--- config.mk ---
export PLATFORM = sky130hd
export DESIGN_NAME = touch_report_scale_filter
export DESIGN_NICKNAME = d
export VERILOG_FILES = /design/src/sv/trsf_pkg.sv /design/src/sv/touch_report_scale_filter.sv
export SDC_FILE = /design/constraint.sdc
export NUM_CORES = 1
export LEC_CHECK = 0
export ABC_AREA = 1
export BUFFER_PORTS_ARGS = -buffer_cell sky130_fd_sc_hd__buf_2
export CORE_MARGIN = 5
export CORE_UTILIZATION = 35
export DETAILED_ROUTE_END_ITERATION = 10
export PLACE_DENSITY = 0.51
export REMOVE_ABC_BUFFERS = 1
export SLEW_MARGIN = 20
export SYNTH_ARGS = -nofsm -noshare
export SYNTH_HDL_FRONTEND = slang
export SYNTH_SLANG_ARGS = --single-unit
--- constraint.sdc ---
create_clock -name clk -period 16 [get_ports clk]
set_input_delay 4.8 -clock clk [delete_from_list [all_inputs] [get_ports clk]]
set_output_delay 4.8 -clock clk [all_outputs]
set_load 0.005 [all_outputs]
--- src/sv/trsf_pkg.sv ---
package trsf_pkg;

	// Field widths fixed by the report format.
	localparam int unsigned ID_W     = 6;
	localparam int unsigned RAW_W    = 16;
	localparam int unsigned SCREEN_W = 13;
	localparam int unsigned COORD_W  = 12;
	localparam int unsigned SLOT_OUT_W = 4;
	localparam int unsigned CFG_IDX_W  = 2;
	localparam int unsigned CFG_DATA_W = 16;

	// Product of a raw coordinate and (screen - 1), and the divider length.
	localparam int unsigned PROD_W    = RAW_W + SCREEN_W;
	localparam int unsigned DIV_STEPS = PROD_W;
	localparam int unsigned CNT_W     = $clog2(DIV_STEPS);

	localparam logic [COORD_W-1:0] COORD_MAX = '1;

	localparam int unsigned DEF_SLOTS = 10;

	// Register indexes on the configuration port.
	localparam logic [CFG_IDX_W-1:0] CFG_SCREEN_WIDTH  = 2'd0;
	localparam logic [CFG_IDX_W-1:0] CFG_SCREEN_HEIGHT = 2'd1;
	localparam logic [CFG_IDX_W-1:0] CFG_PANEL_WIDTH   = 2'd2;
	localparam logic [CFG_IDX_W-1:0] CFG_PANEL_HEIGHT  = 2'd3;

	localparam logic [SCREEN_W-1:0] RST_SCREEN_WIDTH  = 13'd800;
	localparam logic [SCREEN_W-1:0] RST_SCREEN_HEIGHT = 13'd480;
	localparam logic [RAW_W-1:0]    RST_PANEL_WIDTH   = 16'd0;
	localparam logic [RAW_W-1:0]    RST_PANEL_HEIGHT  = 16'd0;

	typedef enum logic [1:0] {
		ST_IDLE,
		ST_MUL,
		ST_DIV,
		ST_EMIT
	} state_t;

endpackage

--- src/sv/touch_report_scale_filter.sv ---
// Channel   | Handshake            | Payload
// ----------+----------------------+--------------------------------------------------
// input     | in_valid / in_ready  | kind, touch_id, touching, raw_x, raw_y
// result    | out_valid / out_ready| point_valid, frame_sync, slot, pressed,
//           |                      | screen_x, screen_y
// config    | cfg_valid / cfg_ready| cfg_index, cfg_data
//
// A point report with a valid id is accepted, then for each axis it passes through the
// multiply state and the shared one-bit-per-cycle restoring divider, and finally the
// emit state checks the slot table and loads the result register.
// An axis whose panel extent or screen size is zero skips its division.
// A frame-end marker goes straight to the emit state, and a report with a bad id
// is accepted but leaves no result.
// arst_n resets the sequencer, the result valid flag and the slot table (every slot
// released at position zero), and loads the configuration registers' reset values.
// A result waits in its output register while the next request is accepted; the
// sequencer only stalls in its final cycle if that register is still full.
module touch_report_scale_filter
	import trsf_pkg::*;
#(
	parameter int unsigned SLOTS = DEF_SLOTS
) (
	input  logic                   clk,
	input  logic                   arst_n,

	input  logic                   in_valid,
	output logic                   in_ready,
	input  logic                   kind,
	input  logic [ID_W-1:0]        touch_id,
	input  logic                   touching,
	input  logic [RAW_W-1:0]       raw_x,
	input  logic [RAW_W-1:0]       raw_y,

	output logic                   out_valid,
	input  logic                   out_ready,
	output logic                   point_valid,
	output logic                   frame_sync,
	output logic [SLOT_OUT_W-1:0]  slot,
	output logic                   pressed,
	output logic [COORD_W-1:0]     screen_x,
	output logic [COORD_W-1:0]     screen_y,

	input  logic                   cfg_valid,
	output logic                   cfg_ready,
	input  logic [CFG_IDX_W-1:0]   cfg_index,
	input  logic [CFG_DATA_W-1:0]  cfg_data
);

	localparam int unsigned SLOT_W = (SLOTS > 1) ? $clog2(SLOTS) : 1;

	// Configuration registers.
	logic [SCREEN_W-1:0] screen_width_q;
	logic [SCREEN_W-1:0] screen_height_q;
	logic [RAW_W-1:0]    panel_width_q;
	logic [RAW_W-1:0]    panel_height_q;

	// Sequencer and the request held while it is worked on.
	state_t              state_q;
	state_t              state_d;
	logic                frame_q;
	logic [SLOT_W-1:0]   slot_q;
	logic                touching_q;
	logic [RAW_W-1:0]    raw_x_q;
	logic [RAW_W-1:0]    raw_y_q;
	logic                axis_q;

	// Shared divider.
	logic [PROD_W-1:0]   dividend_q;
	logic [PROD_W-1:0]   quot_q;
	logic [RAW_W-1:0]    rem_q;
	logic [CNT_W-1:0]    cnt_q;

	logic [COORD_W-1:0]  x_res_q;
	logic [COORD_W-1:0]  y_res_q;

	// Slot table: last status and scaled position of each contact.
	logic                tbl_st_q [SLOTS];
	logic [COORD_W-1:0]  tbl_x_q  [SLOTS];
	logic [COORD_W-1:0]  tbl_y_q  [SLOTS];

	// Result register.
	logic                out_valid_q;
	logic                point_valid_q;
	logic                frame_sync_q;
	logic [SLOT_OUT_W-1:0] slot_out_q;
	logic                pressed_q;
	logic [COORD_W-1:0]  screen_x_q;
	logic [COORD_W-1:0]  screen_y_q;

	logic                in_acc;
	logic                id_bad;
	logic                out_free;

	// Operands of the axis being scaled.
	logic [RAW_W-1:0]    op_raw;
	logic [SCREEN_W-1:0] op_screen;
	logic [RAW_W-1:0]    op_ext;
	logic [SCREEN_W-1:0] screen_m1;
	logic [COORD_W-1:0]  lim;
	logic                axis_zero;
	logic [PROD_W-1:0]   product;

	// One divider step.
	logic [RAW_W:0]      rem_sh;
	logic                ge;
	logic [RAW_W:0]      rem_sub;
	logic [PROD_W-1:0]   quot_n;
	logic [COORD_W-1:0]  q_sat;
	logic                div_last;

	// Slot table check.
	logic                drop;
	logic [5:0]          slot_wide;

	assign in_acc = in_valid && in_ready;
	assign id_bad = (touch_id == '0) || (32'(touch_id) > SLOTS);
	assign out_free = !out_valid_q || out_ready;

	always_comb begin
		op_raw    = axis_q ? raw_y_q : raw_x_q;
		op_screen = axis_q ? screen_height_q : screen_width_q;
		op_ext    = axis_q ? panel_height_q : panel_width_q;
		screen_m1 = op_screen - SCREEN_W'(1);
		lim       = (screen_m1 > SCREEN_W'(COORD_MAX)) ? COORD_MAX : screen_m1[COORD_W-1:0];
		axis_zero = (op_screen == '0) || (op_ext == '0);
		product   = PROD_W'(op_raw) * PROD_W'(screen_m1);
	end

	// Restoring division: bring down one dividend bit and subtract if it fits.
	always_comb begin
		rem_sh   = {rem_q, dividend_q[PROD_W-1]};
		ge       = rem_sh >= {1'b0, op_ext};
		rem_sub  = rem_sh - {1'b0, op_ext};
		quot_n   = {quot_q[PROD_W-2:0], ge};
		q_sat    = (quot_n > PROD_W'(lim)) ? lim : quot_n[COORD_W-1:0];
		div_last = (cnt_q == CNT_W'(DIV_STEPS - 1));
	end

	// A repeated release, or a repeated touch at the same place, is dropped.
	always_comb begin
		drop = (touching_q == tbl_st_q[slot_q])
			&& (!touching_q || ((x_res_q == tbl_x_q[slot_q]) && (y_res_q == tbl_y_q[slot_q])));
		slot_wide = 6'(slot_q);
	end

	// Next state.
	always_comb begin
		state_d = state_q;
		case (state_q)
			ST_IDLE: begin
				if (in_acc) begin
					if (kind) begin
						state_d = ST_EMIT;
					end else if (!id_bad) begin
						state_d = ST_MUL;
					end
				end
			end
			ST_MUL: begin
				if (!axis_zero) begin
					state_d = ST_DIV;
				end else if (axis_q) begin
					state_d = ST_EMIT;
				end
			end
			ST_DIV: begin
				if (div_last) begin
					state_d = axis_q ? ST_EMIT : ST_MUL;
				end
			end
			ST_EMIT: begin
				if (out_free || (!frame_q && drop)) begin
					state_d = ST_IDLE;
				end
			end
			default: begin
				state_d = ST_IDLE;
			end
		endcase
	end

	// Handshake outputs.
	always_comb begin
		in_ready    = (state_q == ST_IDLE);
		cfg_ready   = 1'b1;
		out_valid   = out_valid_q;
		point_valid = point_valid_q;
		frame_sync  = frame_sync_q;
		slot        = slot_out_q;
		pressed     = pressed_q;
		screen_x    = screen_x_q;
		screen_y    = screen_y_q;
	end

	always_ff @(posedge clk or negedge arst_n) begin
		if (!arst_n) begin
			state_q <= ST_IDLE;
		end else begin
			state_q <= state_d;
		end
	end

	always_ff @(posedge clk or negedge arst_n) begin
		if (!arst_n) begin
			screen_width_q  <= RST_SCREEN_WIDTH;
			screen_height_q <= RST_SCREEN_HEIGHT;
			panel_width_q   <= RST_PANEL_WIDTH;
			panel_height_q  <= RST_PANEL_HEIGHT;
		end else if (cfg_valid && cfg_ready) begin
			case (cfg_index)
				CFG_SCREEN_WIDTH:  screen_width_q  <= cfg_data[SCREEN_W-1:0];
				CFG_SCREEN_HEIGHT: screen_height_q <= cfg_data[SCREEN_W-1:0];
				CFG_PANEL_WIDTH:   panel_width_q   <= cfg_data[RAW_W-1:0];
				CFG_PANEL_HEIGHT:  panel_height_q  <= cfg_data[RAW_W-1:0];
				default: begin
				end
			endcase
		end
	end

	// Request capture and the datapath of the shared divider.
	always_ff @(posedge clk) begin
		case (state_q)
			ST_IDLE: begin
				if (in_acc) begin
					frame_q    <= kind;
					slot_q     <= SLOT_W'(touch_id - ID_W'(1));
					touching_q <= touching;
					raw_x_q    <= raw_x;
					raw_y_q    <= raw_y;
					axis_q     <= 1'b0;
				end
			end
			ST_MUL: begin
				dividend_q <= product;
				quot_q     <= '0;
				rem_q      <= '0;
				cnt_q      <= '0;
				if (axis_zero) begin
					if (axis_q) begin
						y_res_q <= '0;
					end else begin
						x_res_q <= '0;
						axis_q  <= 1'b1;
					end
				end
			end
			ST_DIV: begin
				dividend_q <= {dividend_q[PROD_W-2:0], 1'b0};
				quot_q     <= quot_n;
				rem_q      <= ge ? rem_sub[RAW_W-1:0] : rem_sh[RAW_W-1:0];
				cnt_q      <= cnt_q + CNT_W'(1);
				if (div_last) begin
					if (axis_q) begin
						y_res_q <= q_sat;
					end else begin
						x_res_q <= q_sat;
						axis_q  <= 1'b1;
					end
				end
			end
			default: begin
			end
		endcase
	end

	// The slot table is updated in the same cycle that loads a contact result.
	always_ff @(posedge clk or negedge arst_n) begin
		if (!arst_n) begin
			for (int i = 0; i < SLOTS; i++) begin
				tbl_st_q[i] <= 1'b0;
				tbl_x_q[i]  <= '0;
				tbl_y_q[i]  <= '0;
			end
		end else if ((state_q == ST_EMIT) && !frame_q && !drop && out_free) begin
			tbl_st_q[slot_q] <= touching_q;
			tbl_x_q[slot_q]  <= x_res_q;
			tbl_y_q[slot_q]  <= y_res_q;
		end
	end

	always_ff @(posedge clk or negedge arst_n) begin
		if (!arst_n) begin
			out_valid_q <= 1'b0;
		end else if ((state_q == ST_EMIT) && out_free && (frame_q || !drop)) begin
			out_valid_q <= 1'b1;
		end else if (out_ready) begin
			out_valid_q <= 1'b0;
		end
	end

	// Result payload; a release carries no position and a frame end carries nothing.
	always_ff @(posedge clk) begin
		if ((state_q == ST_EMIT) && out_free && (frame_q || !drop)) begin
			point_valid_q <= !frame_q;
			frame_sync_q  <= frame_q;
			slot_out_q    <= frame_q ? '0 : slot_wide[SLOT_OUT_W-1:0];
			pressed_q     <= !frame_q && touching_q;
			screen_x_q    <= (!frame_q && touching_q) ? x_res_q : '0;
			screen_y_q    <= (!frame_q && touching_q) ? y_res_q : '0;
		end
	end

endmodule

==> summary.txt <==
Outcome
  • Status: complete, no violations

Route
  • Via count: about 23000
  • 1st-pass router iterations: 5
  • Routed WL per cell: approximately 17 µm
  • Iteration-0 DRC Markers: around 1500
  • Routed Antenna Nets: 0
  • WL final: between 80 and 90 mm
  • Via-to-Cell Ratio: 4.87
  • DRC violations left: 0

Layout
  • Final #Nets: around 3800
  • Ant. Diodes: 0
  • Most common cell after layout, fill and taps aside: nand2_1
  • Synth-to-layout area growth: 11.4%
  • Most frequent cells in the layout: nand2_1 (1169), inv_1 (396), dfrtp_1 (304)
  • Share of cells above drive strength 1: 0.0849

STA
  • Final TNS setup: 0 ps
  • Fin crit period: 8490 ps
  • RSZ-0062 raised after global routing: no
  • Clock Skews: just under 50 ps
  • Final Max Tran Viols: 0
  • Fmax: 0.118 GHz
  • Final hold vios: 0
  • Min Hold Slack: 479 ps
  • Period Utilization, post-route: 0.531
  • Final Setup Violations: 0
  • Worst slew pin tran: 1080 ps
  • Rel. slew slack: 0.269

Worst setup path
  • CP peak stage delay: roughly 560 ps
  • Crit-path slowest cell: fa_1
  • CP arrival: a little under 9000 ps
  • Critical Path End Type: flop
  • Critical Path RT: 16350 ps
  • Crit Path Class: flop to flop
  • CP max FO: between 50 and 60
  • CP Launch Type: flop
  • Most used cell, CP: nand2_1

Global route
  • Overflow after GRT: 0
  • Largest net degree at the start of global routing: 114
  • Met2 Use GR: 0.302
  • Number of global-route vias before repair: 22600
  • Met3 usage: 0.0256
  • First-pass GRT wire length: between 100 and 150 mm
  • Met1 GRT Util: 0.251
  • Total track usage: 0.180
  • Initial antenna violation count: 0
  • GR peak layer: met2

Clock network
  • Clock slew at reported path FFs: around 60 ps
  • Clock buffer depth: 3
  • Cts hold-fix bufs: 0
  • CTS Buf Count: 55
  • Root Driver: clkbuf_16
  • Post-CTS setup-driven buffer insertion count: 0
  • H-tree depth: 2
  • Clk_lat worst skew: 640 ps
  • CTS resizes: 0
  • CTS tree: built
  • # clock sinks: 483

Placement
  • Placer Congestion: ~0.88
  • Post-DP HPWL: between 50 and 60 mm
  • Port Buf Inserts: 95

Synthesis
  • Distinct cell type count after synthesis: between 50 and 60
  • Mapped Cells: about 3500
  • Syn_area_per_cell: around 8.4 µm²
  • Post-synth EDFFs: around 170
  • Sequential share of the synthesized area: 0.441
  • Synthesis warning total: 0
  • Post-synthesis cell area: approximately 29000 µm²
  • Async SR Flop Fraction: 0.644
  • Most used flip-flop cell after synthesis: dfrtp_1
  • #FFs+latches synth: roughly 480

Hold path
  • HP Class: flop to flop

Floorplan
  • Chip Width: 300 µm
  • Cell Rows: about 110
  • Core footprint: ~83000 µm²
  • Die area: approximately 90000 µm²
  • # IOs: slightly below 100
  • Die span in y: approximately 300 µm
  • Starting Density: 0.352

Flow run
  • Total of max-cap violations: 0
-- layer usage --
metal / part of all wire / routed length, µm
met5: 0 / 0
met4: 0.018 / 1470
met3: 0.044 / 3520
met2: 0.47 / 38000
met1: 0.47 / 37700
-- registers in the layout, indices dropped and copies added, names as in the netlist, 13 cells and up --
signal / cells
tbl_y_q: 120
raw_x_q: 16
raw_y_q: 16
screen_width_q: 13
screen_height_q: 13
panel_width_q: 16
quot_q: 28
rem_q: 16
dividend_q: 29
tbl_x_q: 120
panel_height_q: 16
-- Yosys cell counts, types with 4 or more instances --
cell type | instances | area share
nand4_1 | 46 | 0.0098
mux2i_1 | 14 | 0.0048
nor4_1 | 10 | 0.0021
o21ai_0 | 117 | 0.020
o21ai_1 | 280 | 0.048
dfstp_2 | 7 | 0.0063
inv_1 | 398 | 0.051
a31oi_1 | 6 | 0.0013
nand3_2 | 19 | 0.0065
clkinv_1 | 6 | 0.00077
xor2_1 | 13 | 0.0039
a22oi_1 | 15 | 0.0038
o211ai_1 | 4 | 0.0010
edfxtp_1 | 172 | 0.18
ha_1 | 113 | 0.048
dfrtp_1 | 304 | 0.26
buf_2 | 74 | 0.013
nand2_1 | 1169 | 0.15
clkbuf_1 | 82 | 0.010
a21oi_1 | 82 | 0.014
fa_1 | 155 | 0.11
buf_1 | 8 | 0.0010
buf_6 | 4 | 0.0015
nand3_1 | 79 | 0.013
xnor2_1 | 11 | 0.0033
or2_2 | 34 | 0.0072
nor3_1 | 10 | 0.0017
nor2_1 | 211 | 0.027
-- stage by stage --
step | cells | setup slack [ps] | util | cell area, µm²
floorplan | 3313 | 7630 | - | 28600
global placement | 4520 | 7760 | 0.368 | 30700
detailed placement | 4520 | 7580 | 0.368 | 30700
CTS | 4624 | 7520 | 0.392 | 32700
global route | 4625 | 6710 | 0.392 | 32700
finish | 4625 | 7510 | 0.392 | 32700
-- logic make-up after synthesis --
logic type | after synthesis | share of synthesized area
adder cells (fa/ha/maj) | 268 | 0.154
buffers and inverters | 577 | 0.0783
multiplexers | 14 | 0.00477
other | 1 | 0.000128
XOR/XNOR | 24 | 0.00716
AND/OR/NAND/NOR | 1591 | 0.221
flip-flops | 483 | 0.441
AO/OA/AOI/OAI | 525 | 0.0934
-- worst paths after layout --
path                                    start                 end  slack (ps)  cells past startpoint
max                                    axis_q      dividend_q[23]        7510                     32
max reg2reg                            axis_q      dividend_q[23]        7510                     32
min                        screen_height_q[9]  screen_height_q[9]         480                      2
max in group asynchronous              arst_n  screen_width_q[10]       10220                      2
min reg2reg                screen_height_q[9]  screen_height_q[9]         480                      2
min in group asynchronous              arst_n         tbl_y_q[25]        4220                      1
-- cell type report --
class	instances	area (µm²)
Sequential cell	483	13000
Clock inverter	35	438
Timing Repair Buffer	128	746
Clock buffer	69	1540
Tap cell	1080	1350
Inverter	407	1530
Multi-Input combinational cell	2423	14100
Fill cell	8639	50700
-- critical path: cells and delay by family (launching register included) --
kind | cells | cell delay, ps
adder cells (fa/ha/maj) | 7 | 3050
buffers and inverters | 7 | 1520
flip-flops | 1 | 400
AND/OR/NAND/NOR | 13 | 2330
AO/OA/AOI/OAI | 5 | 860
Power is left out: the tool's default activity adds up to more than one toggle a clock period on the data nets, which glitch-free logic cannot reach.
